[src/hdl/label_map_region_adjacency_assert.svh]
// Assertion macros shared by the region adjacency RTL.
`ifndef LABEL_MAP_REGION_ADJACENCY_ASSERT_SVH
`define LABEL_MAP_REGION_ADJACENCY_ASSERT_SVH
`ifndef ASSERT_OFF
`define LADJ_ASSERT(name, clk, rst_n, prop) \
  name: assert property (@(posedge clk) disable iff (!rst_n) (prop)) else $error("%m");
`define LADJ_ASSERT_IMPLIES(name, clk, rst_n, ante, cons) \
  name: assert property (@(posedge clk) disable iff (!rst_n) (ante) |-> (cons)) else $error("%m");
`else
`define LADJ_ASSERT(name, clk, rst_n, prop)
`define LADJ_ASSERT_IMPLIES(name, clk, rst_n, ante, cons)
`endif
`endif

[src/hdl/ladj_pkg.sv]
// Types, constants and helpers of the region adjacency block.
`default_nettype none
package ladj_pkg;
  localparam int LABEL_W        = 8;
  localparam int CFG_W          = 11;
  localparam int MAX_LABELS_DEF = 256;
  localparam int MAX_WIDTH_DEF  = 1024;
  localparam int WIDTH_RESET    = 1024;
  localparam int MIN_WIDTH      = 2;
  localparam int NPAIR          = 4;
  localparam int PAIR_IDX_W     = 2;
  localparam int RQ_DEPTH       = 16;
  localparam int RQ_RESERVE     = 6;
  localparam int ROW_LOG_MAX    = 6;

  typedef logic [LABEL_W-1:0] label_t;

  typedef struct packed {
    label_t a;
    label_t b;
    label_t c;
    label_t d;
    logic   eof;
    logic   win;
  } window_t;

  typedef struct packed {
    logic   ok;
    label_t lo;
    label_t hi;
  } pair_t;

  typedef struct packed {
    logic   chk;
    logic   hit_new;
    logic   last;
    label_t lo;
    label_t hi;
  } result_t;

  function automatic pair_t make_pair(label_t x, label_t y, int max_labels);
    pair_t p;
    if (x < y) begin
      p.lo = x;
      p.hi = y;
    end else begin
      p.lo = y;
      p.hi = x;
    end
    p.ok = (x != y) && (int'(p.hi) < max_labels);
    return p;
  endfunction
endpackage
`default_nettype wire

[src/hdl/ladj_pair_if.sv]
// Output channel: one adjacent label pair per beat.
`default_nettype none
interface ladj_pair_if;
  logic             valid;
  logic             ready;
  ladj_pkg::label_t label_low;
  ladj_pkg::label_t label_high;
  logic             last;
  modport source (output valid, output label_low, output label_high, output last,
                  input ready);
  modport sink (input valid, input label_low, input label_high, input last,
                output ready);
endinterface
`default_nettype wire

[src/hdl/ladj_result_q.sv]
// Result queue: pairs are held until their pixel is finished, then released in order.
`default_nettype none
`include "label_map_region_adjacency_assert.svh"
module ladj_result_q (
  input  wire logic              clk_i,
  input  wire logic              rst_ni,
  input  wire ladj_pkg::result_t res_i,
  output logic                   space_ok_o,
  ladj_pair_if.source            pair_o
);
  localparam int PW = $clog2(ladj_pkg::RQ_DEPTH);

  ladj_pkg::label_t lo_q [ladj_pkg::RQ_DEPTH];
  ladj_pkg::label_t hi_q [ladj_pkg::RQ_DEPTH];
  logic [ladj_pkg::RQ_DEPTH-1:0] last_q;
  logic [PW:0] wr_q, rd_q, cm_q;
  logic        pix_res_q;

  logic [PW:0]   cnt, wr_prev;
  logic [PW-1:0] wr_idx, rd_idx;
  logic          push, pop, fin;

  assign push    = res_i.chk && res_i.hit_new;
  assign fin     = res_i.chk && res_i.last;
  assign cnt     = wr_q - rd_q;
  assign wr_prev = wr_q - (PW+1)'(1);
  assign wr_idx  = wr_q[PW-1:0];
  assign rd_idx  = rd_q[PW-1:0];
  assign space_ok_o = cnt <= (PW+1)'(ladj_pkg::RQ_DEPTH - ladj_pkg::RQ_RESERVE);

  assign pair_o.valid      = (rd_q != cm_q);
  assign pop               = pair_o.valid && pair_o.ready;
  assign pair_o.label_low  = lo_q[rd_idx];
  assign pair_o.label_high = hi_q[rd_idx];
  assign pair_o.last       = last_q[rd_idx];

  always_ff @(posedge clk_i or negedge rst_ni) begin
    if (!rst_ni) begin
      wr_q      <= '0;
      rd_q      <= '0;
      cm_q      <= '0;
      pix_res_q <= 1'b0;
    end else begin
      if (push) begin
        wr_q <= wr_q + (PW+1)'(1);
      end
      if (pop) begin
        rd_q <= rd_q + (PW+1)'(1);
      end
      if (fin) begin
        cm_q      <= push ? wr_q + (PW+1)'(1) : wr_q;
        pix_res_q <= 1'b0;
      end else if (push) begin
        pix_res_q <= 1'b1;
      end
    end
  end

  // last flag: on the new entry, or patched onto the pixel's previous entry
  always_ff @(posedge clk_i) begin
    if (push) begin
      lo_q[wr_idx]   <= res_i.lo;
      hi_q[wr_idx]   <= res_i.hi;
      last_q[wr_idx] <= res_i.last;
    end else if (fin && pix_res_q) begin
      last_q[wr_prev[PW-1:0]] <= 1'b1;
    end
  end

  `LADJ_ASSERT(a_commit_in_range, clk_i, rst_ni, (cm_q - rd_q) <= (wr_q - rd_q))
  `LADJ_ASSERT(a_no_overflow, clk_i, rst_ni, cnt <= (PW+1)'(ladj_pkg::RQ_DEPTH))
endmodule
`default_nettype wire

[src/flat_wrapper.sv]
// flat-port wrapper written by rule: the top's interface ports become plain ports
module ladj_result_q_flat 
  (clk_i, rst_ni, res_i, space_ok_o, pair_o_valid, pair_o_label_low, pair_o_label_high, pair_o_last, pair_o_ready);
  ladj_pair_if pair_o_i ();
  input  wire logic clk_i;
  input  wire logic rst_ni;
  input  wire ladj_pkg::result_t res_i;
  output logic space_ok_o;
  output wire logic [$bits(pair_o_i.valid)-1:0] pair_o_valid;
  output wire logic [$bits(pair_o_i.label_low)-1:0] pair_o_label_low;
  output wire logic [$bits(pair_o_i.label_high)-1:0] pair_o_label_high;
  output wire logic [$bits(pair_o_i.last)-1:0] pair_o_last;
  input wire logic [$bits(pair_o_i.ready)-1:0] pair_o_ready;
  assign pair_o_valid = pair_o_i.valid;
  assign pair_o_label_low = pair_o_i.label_low;
  assign pair_o_label_high = pair_o_i.label_high;
  assign pair_o_last = pair_o_i.last;
  assign pair_o_i.ready = pair_o_ready;
  ladj_result_q u_core (.clk_i(clk_i), .rst_ni(rst_ni), .res_i(res_i), .space_ok_o(space_ok_o), .pair_o(pair_o_i));
endmodule
[config.mk]
export PLATFORM = sky130hd
export DESIGN_NAME = ladj_result_q_flat
export DESIGN_NICKNAME = d
export VERILOG_FILES = /design/src/hdl/ladj_pkg.sv /design/src/hdl/ladj_pair_if.sv /design/src/hdl/ladj_result_q.sv /design/src/flat_wrapper.sv
export VERILOG_INCLUDE_DIRS = /design/src /design/src/hdl
export SDC_FILE = /design/constraint.sdc
export NUM_CORES = 1
export LEC_CHECK = 0
export BUFFER_PORTS_ARGS = -buffer_cell sky130_fd_sc_hd__buf_2
export CORE_ASPECT_RATIO = 0.9
export CORE_MARGIN = 5
export CORE_UTILIZATION = 60
export CTS_CLUSTER_SIZE = 8
export DETAILED_ROUTE_END_ITERATION = 6
export PLACE_DENSITY_LB_ADDON = 0.1
export SETUP_SLACK_MARGIN = 0.3
export SLEW_MARGIN = 20
export SYNTH_ARGS = -nofsm -noshare
export SYNTH_HDL_FRONTEND = slang
export SYNTH_SLANG_ARGS = --single-unit
[constraint.sdc]
create_clock -name clk_i -period 3.83 [get_ports clk_i]
set_clock_uncertainty 0.2 [all_clocks]
set_input_delay 0.1915 -clock clk_i [delete_from_list [all_inputs] [get_ports clk_i]]
set_output_delay 0.1915 -clock clk_i [all_outputs]
set_load 0.03 [all_outputs]
* After elaboration in Yosys (flattened, before gate mapping)
Memory sizes are Yosys's and may differ from the RTL's. Index checks and enable logic that the tools add are counted.
Storage, ports and cells: latch bits 0, register bits after elaboration 32, input port bits 22, ROM bits 0, memories kept 2, output and inout bits 19, memory bits (writable) 256, word-level logic and storage cells 41
Cells by class: reductions and logical operators 8, mux-type cells 14, bitwise operators 1, shift-type cells 0, multiply operators 0, div/mod/pow operators 0, eq/ne operators 1, add/sub/neg operators 4, $lt $le $gt $ge 6
Memory list:
- u_core.hi_q | depth 16, width 8, rd ports 1, clocked after Yosys merged registers in 0, wr ports 1, RTL line ladj_result_q.sv:14 | ladj_pkg::label_t hi_q [ladj_pkg::RQ_DEPTH];
- u_core.lo_q | depth 16, width 8, rd ports 1, clocked after Yosys merged registers in 0, wr ports 1, RTL line ladj_result_q.sv:13 | ladj_pkg::label_t lo_q [ladj_pkg::RQ_DEPTH];
Operators by type and width (count):
- $mux W16 | 2
- $bwmux W16 | 1
- $or A16 B16 Y16 | 1
- $lt A4 B5 Y1 const B | 3
- $add A5 B1 Y5 const B | 2
- $demux W1 S4 | 2
- $ge A4 B1 Y1 const B | 2
- $mux W1 | 7
- $logic_and A1 B1 Y1 | 6
- $le A5 B4 Y1 const B | 1
- $mux W5 | 1
- $ne A5 B5 Y1 | 1
- $sub A5 B5 Y5 | 1
- $bmux W1 S4 | 1
- $reduce_bool A2 Y1 | 2
- $sub A4 B1 Y4 const B | 1

* Logic depth before layout (Yosys ltp)
Gate-level depths: netlist (run 1).
word-level depth 8, gate-level depth with buffers 8, mapped depth without buffers 7

* Worst setup path after synthesis (run 1)
Ideal clock, no wire load.
kind register to output, start reg u_core.rd_q[1], end out space_ok_o, setup slack 0.783 ns, data required time 3.438 ns, stages on the path, launching flop included 9, data arrival time 2.655 ns, buffers on the path 2, path through dfrtp_1 buf_4 clkbuf_1 inv_1 ha_1 nor2b_1 o21ai_0 a211oi_1 nor4b_1
On the way: cells in the longest elaborated chain, start to end 2
Ends and longest elaborated chain:
- start, declared | RTL line ladj_result_q.sv:16 | logic [PW:0] wr_q, rd_q, cm_q;
- start signal, assigned | RTL line ladj_result_q.sv:48 | rd_q <= rd_q + (PW+1)'(1);
- $sub A5 B5 Y5 | RTL line ladj_result_q.sv:25 | assign cnt = wr_q - rd_q;
- $le A5 B4 Y1 | RTL line ladj_result_q.sv:29 | assign space_ok_o = cnt <= (PW+1)'(ladj_pkg::RQ_DEPTH - ladj_pkg::RQ_RESERVE);
- end, declared | RTL line flat_wrapper.sv:8 | output logic space_ok_o;
Every way passes these cells.

* Final worst setup path (run 1)
start reg u_core.rd_q[0], end out pair_o_label_high[4]
On the way: cells in the longest elaborated chain, start to end 1
Ends and longest elaborated chain:
- $mem_v2 Z16 W8
- end, declared | RTL line flat_wrapper.sv:11 | output wire logic [$bits(pair_o_i.label_high)-1:0] pair_o_label_high;
Every way passes these cells.

==> reports/metrics.yaml, run 1 <==
critical_path:
  critPathSlowestCell: "dfrtp_4"
  rr_startpoint: "u_core.wr_q[0]"
  cpPeakStageDelay_ns: 0.70
  crit_type: "reg -> out"
  cp-end-kind: "output port"
  rrSetupSlack_ns: 1.28
  timing.rr.end: "u_core.lo_q[2][6]"
  path_max_fanout: 52
  cp-start-kind: "flop"
  arrival_ns: 2.79
  path_cells: "buf_12 > mux4_2 > a22oi_1 > nand2_1 > buf_2"
  r2r_cells: 5
  crit_required_ns: 3.44
floorplanning:
  die_height_um: 143
  ios: 41
  rows: 48
  core_mm2: 0.0192
  initial_core_util_pct: 61.1
  dieWidth_um: 158
  fp.dieArea_mm2: 0.0225
layout:
  area_delta_synth_final_pct: 16.1
  layout-drive-gt1-share_pct: 28.4
  fin_nets: 744
  diodes: 0
drt:
  wl_per_cell_um: 26.6
  ant_nets: 0
  dr_total_vias: 6275
  wl_mm: 25.7
  route.detailed.drc: 0
  drtPass1Iterations: 6
  drt_iter0_markers: 671
  viasPerCell: 6.50
synthesis:
  netlist.area_leader.share_pct: 69.5
  synth_ff_type: "edfxtp_1"
  synth_commonest_cells: "edfxtp_1, mux4_2, nor2_1"
  ys_seq_area_share_pct: 72.9
  syn_area_per_cell_um2: 19.1
  synthCells: 615
  yosysWarnings: 0
  synth_area_mm2: 0.0118
  synth_area_leaders: "edfxtp_1, mux4_2, dfrtp_1"
  yosysMostFrequentCell: "edfxtp_1"
  yosysTopAreaCell: "edfxtp_1"
  synthDistinctLibCells: 47
  ys_ff_latch: 288
  synth_edf_count: 272
  syn_nets: 649
  async_reset_ff_share_pct: 5.56
power:
  powerDensity_mw_per_mm2: 763
  ir_drop_v: 0.000484
  leakagePower_nw: 4.56
timing:
  min_period_over_period_pct: 83.0
  final-hold-violation-count: 0
  hold_ws_ns: 0.304
  rsz0062_at_grt: "no"
  tightest_slew_ns: 0.774
  tns_ns: 0
  worst_slack_ns: 0.652
  finalCriticalPeriod_ns: 3.18
  maxSlewViolCount: 0
  clock.fmax_mhz: 315
  setup_violations: 0
  relSlewSlack_pct: 48.3
cts:
  cts_sinks: 288
  cts_buffer_depth: 3
  post_cts_buffers: 0
  numCtsBuffers: 41
  cts_max_level: 2
  clkLatencyLatePin_ns: 0.50
  clk_pin_slew_ns: 0.05
  cts_tree: "built"
  cts_root_buffer: "clkbuf_16"
outcome:
  outcome: "finished clean"
global_route:
  grt_overflow: 0
  grt_pass1_vias: 6504
  grtUsageTotal_pct: 23.9
  grt_pass1_wl_mm: 39.6
  grt_max_degree: 69
  antenna_found_initial: 0
worst_hold_path:
  hold_end: "u_core.wr_q[4]"
  hold_path.startpoint: "u_core.wr_q[4]"
  whs_path_depth: 1
  hp-class: "reg -> reg"
place:
  gp_congestion: 0.883
  portBuffers: 40
  post-place-ws_ns: 1.14
  dp_hpwl_mm: 14.4
job:
  maxCapViolCount: 0
area by class of cell:
type	count	area, um2
Fill cell	1183	5580
Inverter	9	33.8
Sequential cell	288	8570
Clock buffer	48	1070
Tap cell	250	313
Timing Repair Buffer	86	626
Multi-Input combinational cell	284	3000
Clock inverter	1	16.3
sequential cells by signal, indices dropped and copies added (netlist names):
register	cells
u_core.pix_res_q	1
u_core.rd_q	5
u_core.cm_q	5
u_core.wr_q	5
u_core.lo_q	128
u_core.last_q	16
u_core.hi_q	128
per-layer routing:
metal | global-route usage (%) | share of wire, % | vias to the layer above
met5 | 0 | 0 | -
met4 | 6.52 | 1.9 | 0
met3 | 4.64 | 8.9 | 43
met1 | 35.1 | 40 | 3223
met2 | 37.8 | 49 | 318
li1 | - | - | 2691
worst max path at each step:
stage,startpoint,endpoint,depth (start not counted)
2_1_floorplan,u_core.rd_q[1],space_ok_o,8
5_1_grt,u_core.rd_q[0],pair_o_label_high[3],5
3_3_place_gp,u_core.rd_q[0],pair_o_label_high[4],5
3_5_place_dp,u_core.rd_q[0],pair_o_label_high[6],5
4_1_cts,u_core.rd_q[0],pair_o_label_low[1],5
6_report,u_core.rd_q[0],pair_o_label_high[4],5
kinds of logic (layout without fill, tap and decap cells):
group / after synthesis / after routing / synth area share [%]
AOI/OAI and AO/OA: 85 / 85 / 5.25
xor gates and xnor gates: 18 / 18 / 1.34
adders and majority gates: 12 / 12 / 1.34
buffers and inverters: 43 / 144 / 1.93
DFF: 288 / 288 / 72.9
muxes: 72 / 72 / 13.4
and+or+nand+nor: 97 / 97 / 3.81
stage by stage:
stage | std cells | area, um2 | utilization (%) | power (W)
2_1_floorplan | 615 | 11800 | - | 0.00646
3_3_place_gp | 895 | 12300 | 64.1 | 0.00730
3_5_place_dp | 895 | 12300 | 64.1 | 0.00737
4_1_cts | 966 | 13600 | 71.0 | 0.0105
5_1_grt | 966 | 13600 | 71.0 | 0.0109
6_report | 966 | 13600 | 71.0 | 0.0104
report_power, final:
| part | switching (W) | total, W | internal (W) |
|---|---|---|---|
| logic | 0.00199 | 0.00336 | 0.00137 |
| clock network | 0.00116 | 0.00309 | 0.00193 |
| registers | 0.000253 | 0.00396 | 0.00370 |
| total | 0.00340 | 0.0104 | 0.00701 |
worst max-delay path: cells and delay by family (launching register included):
kind / cells / cell delay (ns)
flip-flops: 1 / 0.70
buffers and inverters: 2 / 0.59
multiplexers: 1 / 0.56
AO/OA/AOI/OAI: 1 / 0.25
AND/OR/NAND/NOR: 1 / 0.10
cell usage in the layout (no fill, tap or decap), drive strengths merged, types with 3 or more instances in the layout:
cell	n
a21oi	8
a221o	12
a22oi	34
buf	64
clkbuf	48
dfrtp	16
dlygate4sd3	22
edfxtp	272
ha	11
inv	8
mux2	3
mux4	68
nand2	30
nand2b	5
nand3	6
nor2	37
nor2b	4
nor3	5
o21ai	21
xnor2	12
xor2	6
repair_timing:
action,in CTS,in global routing
resized for setup,0,0
hold buffers,22,0
hold endpoints to repair,283,0
Note: power is estimated with default switching activity, not from simulation.
==> run 2: changes to the inputs <==
--- a/config.mk
+++ b/config.mk
@@ -6,6 +6,7 @@
 export SDC_FILE = /design/constraint.sdc
 export NUM_CORES = 1
 export LEC_CHECK = 0
+export ABC_AREA = 1
 export BUFFER_PORTS_ARGS = -buffer_cell sky130_fd_sc_hd__buf_2
 export CORE_ASPECT_RATIO = 0.9
 export CORE_MARGIN = 5
==> constraint.sdc (replaced) <==
create_clock -name clk_i -period 2.99 [get_ports clk_i]
set_clock_uncertainty 0.2 [all_clocks]
set_input_delay 0.1495 -clock clk_i [delete_from_list [all_inputs] [get_ports clk_i]]
set_output_delay 0.1495 -clock clk_i [all_outputs]
set_load 0.03 [all_outputs]
==> run 2 against run 1 <==
  * Critical path depth increased by 4
  * Largest cell class unchanged
  * Critical endpoint is now pair_o_label_low[4]
  * Die area increased by 7.2%
  * Non-clock buffer count increased by 25
  * Critical path type unchanged
==> reports/metrics.yaml, run 2 <==
outcome:
  outcome: "finished clean"
worst_hold_path:
  hp-class: "in -> reg"
synthesis:
  yosysWarnings: 0
  syn_nets: 1232
  ys_seq_area_share_pct: 67.7
  synth_area_leaders: "edfxtp_1, nand2_1, nor2_1"
  synth_ff_type: "edfxtp_1"
  yosysTopAreaCell: "edfxtp_1"
  yosysMostFrequentCell: "nand2_1"
  synthCells: 1198
  synth_edf_count: 272
  syn_area_per_cell_um2: 10.6
  ys_ff_latch: 288
  netlist.area_leader.share_pct: 64.6
  synth_commonest_cells: "nand2_1, edfxtp_1, nor2_1"
  synthDistinctLibCells: 31
  synth_area_mm2: 0.0127
  async_reset_ff_share_pct: 5.56
global_route:
  grt_max_degree: 99
  grtUsageTotal_pct: 25.9
  grt_overflow: 0
  grt_pass1_wl_mm: 48.2
  grt_pass1_vias: 8569
  antenna_found_initial: 0
drt:
  drt_iter0_markers: 973
  drtPass1Iterations: 6
  viasPerCell: 5.57
  ant_nets: 0
  wl_per_cell_um: 19.8
  dr_total_vias: 8837
  wl_mm: 31.5
  route.detailed.drc: 0
power:
  ir_drop_v: 0.000586
  total_power_w: 0.0147
  leakagePower_nw: 5.80
  powerDensity_mw_per_mm2: 993
critical_path:
  rr_startpoint: "u_core.wr_q[1]"
  timing.rr.end: "u_core.lo_q[3][4]"
  critPathMostFrequentCell: "nand2_1"
  path_cells: "buf_6 > buf_16 > o21ai_0 > o21ai_1 > nand2_1 > nand2_1 > inv_1 > nand2_1 > buf_2"
  cp-start-kind: "flop"
  arrival_ns: 2.31
  crit_type: "reg -> out"
  crit_required_ns: 2.64
  cpPeakStageDelay_ns: 0.56
  path_max_fanout: 25
  r2r_cells: 4
  cp-endpoint: "pair_o_label_low[4]"
  cp-end-kind: "output port"
  worstSetupStartpoint: "u_core.rd_q[0]"
  rrSetupSlack_ns: 0.63
  critPathSlowestCell: "dfrtp_4"
timing:
  clock.fmax_mhz: 376
  tightest_slew_ns: 0.789
  maxSlewViolCount: 0
  min_period_over_period_pct: 88.9
  relSlewSlack_pct: 47.3
  tns_ns: 0
  rsz0062_at_grt: "yes"
  finalCriticalPeriod_ns: 2.66
  setup_violations: 0
  final-hold-violation-count: 0
layout:
  layout-drive-gt1-share_pct: 13.2
  final_cell_mix: "nand2_1, edfxtp_1, nor2_1"
  fin_nets: 1327
  fillers: 1534
  design_area_mm2: 0.0148
  diodes: 0
  final_common_cell: "nand2_1"
  largestRegisters: "u_core.hi_q: 128 flops, u_core.lo_q: 128 flops, u_core.last_q: 16 flops"
  final_cells: 1587
  area_delta_synth_final_pct: 16.9
place:
  gp_congestion: 0.859
  dp.cells: 1505
  portBuffers: 40
  placed_area_mm2: 0.0133
  dp_hpwl_mm: 17.7
cts:
  cts_tree: "built"
  cts_root_buffer: "clkbuf_16"
  numCtsBuffers: 41
  clk_pin_slew_ns: 0.05
  cts_max_level: 2
  cts_buffer_depth: 3
  cts_sinks: 288
  clkLatencyLatePin_ns: 0.51
floorplanning:
  ios: 41
  dieWidth_um: 163
  initial_core_util_pct: 60.9
  die_height_um: 148
  fp.dieArea_mm2: 0.0241
  rows: 50
  core_mm2: 0.0208
job:
  maxCapViolCount: 0
-- run 2: changes by cell type in the layout (fill, tap and decap cells not counted), sizes merged, moves of 5 or more --
cell | previous run | this run
nor2 | 37 | 182
a221o | 12 | 0
nor3 | 5 | 0
nand2 | 30 | 361
o21ai | 21 | 139
clkbuf | 48 | 54
inv | 8 | 56
nand2b | 5 | 0
a21oi | 8 | 3
a22oi | 34 | 0
mux4 | 68 | 0
nand3 | 6 | 81
xnor2 | 12 | 2
buf | 64 | 84
-- run 2: cell type report --
| cell class | instances | area [um2] | area share, % |
|---|---|---|---|
| inverter | 57 | 244 | 1.65 |
| timing repair inverter | 1 | 11.3 | 0.0761 |
| sequential | 288 | 8580 | 58.0 |
| multi-input combinational | 793 | 3540 | 23.9 |
| tap | 286 | 358 | 2.42 |
| clock inverter | 1 | 8.76 | 0.0592 |
| timing repair buffer | 111 | 951 | 6.43 |
| clock buffer | 50 | 1100 | 7.45 |
-- run 2: worst max-delay path, delay by kind of cell, from the launching register on --
family,cells,cell delay (ns)
buffers and inverters,4,0.61
flip-flops,1,0.56
AO/OA/AOI/OAI,2,0.39
AND/OR/NAND/NOR,3,0.24
-- run 2: cell families after synthesis --
logic type,count (synthesis),share of synthesized area (%)
AND/OR/NAND/NOR,626,19.6
adder cells (fa/ha/maj),12,1.25
buffers and inverters,117,4.78
AO/OA/AOI/OAI,144,5.74
XOR/XNOR,11,0.880
flip-flops,288,67.7
-- run 2: layer usage --
metal,GRT usage (%),routed length [um]
met2,40.9,15100
met5,0,0
met3,3.90,2350
met4,7.84,805
met1,38.0,13300
-- run 2: what timing repair did --
item	in CTS	in global routing
setup endpoints to repair	18	19
resized for setup	10	23
endpoints found under the hold margin	300	0
pin swaps	0	1
hold buffers	23	0
gates cloned	0	4
buffers inserted	0	4
-- run 2: power breakdown --
group | total [W] | leakage (nW) | internal, W | switching (W)
sequential | 0.00495 | 2.65 | 0.00474 | 0.000217
combinational | 0.00568 | 2.61 | 0.00179 | 0.00388
clock | 0.00406 | 0.543 | 0.00254 | 0.00153
total | 0.0147 | 5.80 | 0.00907 | 0.00563
-- run 2: metrics by stage --
stage / worst slack [ns] / hold slack, ns / util (%)
2_1_floorplan: 0.616 / -0.346 / -
3_3_place_gp: 0.591 / -0.113 / 63.8
3_5_place_dp: 0.623 / -0.105 / 63.8
4_1_cts: 0.260 / 0.279 / 70.4
5_1_grt: 0.265 / 0.341 / 71.2
6_report: 0.331 / 0.306 / 71.2
-- run 2: how the worst min path moves through the flow --
stage / from / to / slack (ns) / cells after the start
global placement: rst_ni / u_core.wr_q[0] / -0.11 / 1
floorplan: rst_ni / u_core.cm_q[0] / -0.35 / 0
CTS: res_i[18] / u_core.pix_res_q / 0.28 / 5
finish: res_i[18] / u_core.pix_res_q / 0.31 / 5
global route: u_core.cm_q[3] / u_core.cm_q[3] / 0.34 / 2
detailed placement: rst_ni / u_core.pix_res_q / -0.10 / 1
==> run 3: changes to the inputs <==
--- a/config.mk
+++ b/config.mk
@@ -13,7 +13,7 @@
 export CORE_UTILIZATION = 60
 export CTS_CLUSTER_SIZE = 8
 export DETAILED_ROUTE_END_ITERATION = 6
-export PLACE_DENSITY_LB_ADDON = 0.1
+export PLACE_DENSITY = 0.77
 export SETUP_SLACK_MARGIN = 0.3
 export SLEW_MARGIN = 20
 export SYNTH_ARGS = -nofsm -noshare
==> run 3 against run 2 <==
  * Setup slack better by 0.019 ns
  * First-iteration DRC count up 17%
  * Worst hold slack worse by 0.021 ns
  * Flip-flop and latch count unchanged
  * Utilization up 0.34 points
  * Critical path depth unchanged
  * Fmax up 0.71%
  * Die area unchanged
  * Via count up 4.4%
  * Non-clock buffer count up 4
==> reports/metrics.yaml, run 3 (synthesized netlist as in run 2, its figures left out) <==
cts:
  cts_tree: "built"
  clkLatencyLatePin_ns: 0.53
  cts_max_level: 2
  cts_root_buffer: "clkbuf_16"
  clk_pin_slew_ns: 0.05
  numCtsBuffers: 41
  cts_buffer_depth: 3
  cts_sinks: 288
global_route:
  grt_max_degree: 53
  grtUsageTotal_pct: 27.4
  grt_pass1_wl_mm: 50.5
  grt_pass1_vias: 8914
  grt_overflow: 0
  antenna_found_initial: 0
critical_path:
  cpPeakStageDelay_ns: 0.49
  cp-end-kind: "output port"
  critPathMostFrequentCell: "nor2_1"
  crit_type: "reg -> out"
  path_max_fanout: 4
  arrival_ns: 2.29
  critical-path-top-delay-family: "adder cells"
  critPathSlowestCell: "dfrtp_4"
  cp-start-kind: "flop"
  cp_num_buf_inv: 2
  path_cells: "buf_12 > ha_4 > fa_2 > nor2_1 > o21ai_0 > nand3b_1 > nand2_1 > nor2_1 > buf_4"
  crit_required_ns: 2.64
layout:
  largestRegisters: "u_core.hi_q: 128 flops, u_core.lo_q: 128 flops, u_core.last_q: 16 flops"
  layout-drive-gt1-share_pct: 13.8
  final_util_pct: 71.6
  final_common_cell: "nand2_1"
  diodes: 0
  fin_nets: 1332
  area_delta_synth_final_pct: 17.5
  final_cell_mix: "nand2_1, edfxtp_1, nor2_1"
timing:
  clock.fmax_mhz: 379
  tightest_slew_ns: 0.755
  min_period_over_period_pct: 88.3
  relSlewSlack_pct: 49.5
  final-hold-violation-count: 0
  setup_violations: 0
  tns_ns: 0
  rsz0062_at_grt: "yes"
  maxSlewViolCount: 0
  finalCriticalPeriod_ns: 2.64
power:
  ir_drop_v: 0.000500
  leakagePower_nw: 5.83
  powerDensity_mw_per_mm2: 1000
drt:
  dr_total_vias: 9224
  ant_nets: 0
  viasPerCell: 5.79
  drtPass1Iterations: 5
  route.detailed.drc: 0
  wl_per_cell_um: 20.6
  wl_mm: 32.8
  drt_iter0_markers: 1143
worst_hold_path:
  hp-class: "in -> reg"
outcome:
  outcome: "finished clean"
floorplanning:
  rows: 50
  ios: 41
  die_height_um: 148
  initial_core_util_pct: 60.9
  core_mm2: 0.0208
  fp.dieArea_mm2: 0.0241
  dieWidth_um: 163
place:
  dp_hpwl_mm: 17.7
  portBuffers: 40
  gp_congestion: 0.915
job:
  maxCapViolCount: 0
## run 3: changes by cell type in the layout (fill, tap and decap cells not counted), sizes merged
cell    delta
inv        +2
clkinv     +1
clkbuf     -2
buf        +4
## run 3: routing by layer
| layer | part of all wire, % | track usage [%] |
|---|---|---|
| met1 | 37 | 37.5 |
| met3 | 11 | 5.07 |
| met4 | 2.7 | 8.05 |
| met2 | 49 | 45.4 |
| met5 | 0 | 0 |
## run 3: worst paths after layout
| path | depth (start not counted) | to | slack (ns) | from |
|---|---|---|---|---|
| worst max-delay path | 9 | space_ok_o | 0.35 | u_core.rd_q[0] |
| worst min-delay path | 4 | u_core.rd_q[2] | 0.28 | pair_o_ready |
| worst max register to register | 5 | u_core.hi_q[13][5] | 0.45 | u_core.wr_q[1] |
| worst min register to register | 2 | u_core.cm_q[4] | 0.31 | u_core.cm_q[4] |
| max in group asynchronous | 3 | u_core.rd_q[1] | 1.46 | rst_ni |
| min in group asynchronous | 3 | u_core.wr_q[0] | 0.57 | rst_ni |
## run 3: where the power goes
group | internal (W) | total (W) | switching, W
sequential | 0.00474 | 0.00494 | 0.000201
clock | 0.00245 | 0.00404 | 0.00159
combinational | 0.00193 | 0.00594 | 0.00402
total | 0.00911 | 0.0149 | 0.00581
## run 3: stage by stage
| step | power, W | setup slack (ns) | instance area (um2) | instances | hold WS (ns) |
|---|---|---|---|---|---|
| floorplan | 0.00875 | 0.616 | 12700 | 1198 | -0.346 |
| global placement | 0.0100 | 0.581 | 13200 | 1503 | -0.114 |
| detailed placement | 0.0101 | 0.462 | 13200 | 1503 | -0.113 |
| CTS | 0.0145 | 0.294 | 14700 | 1585 | 0.276 |
| global route | 0.0157 | 0.269 | 14900 | 1592 | 0.314 |
| finish | 0.0149 | 0.349 | 14900 | 1592 | 0.285 |
## run 3: what timing repair did
action / CTS / global route
setup endpoints to repair: 18 / 16
cloned: 2 / 2
pin swaps: 1 / 0
hold endpoints to repair: 301 / 0
setup buffers: 6 / 5
gates resized for setup: 13 / 33
hold buffers: 23 / 0
## run 3: cell type report
class / count / area (um2)
inverter: 57 / 234
timing repair buffer: 115 / 1030
clock inverter: 3 / 41.3
clock buffer: 48 / 1050
fill: 1410 / 5910
tap: 286 / 358
timing repair inverter: 2 / 20.0
sequential: 288 / 8580
multi-input combinational: 793 / 3550
## run 3: worst register-to-register path, cell delays in order, from the launching register on
cell	delay, ns
dfrtp_1	0.46
inv_1	0.21
ha_1	0.31
nand2_1	0.27
nor2_2	0.47
buf_4	0.30
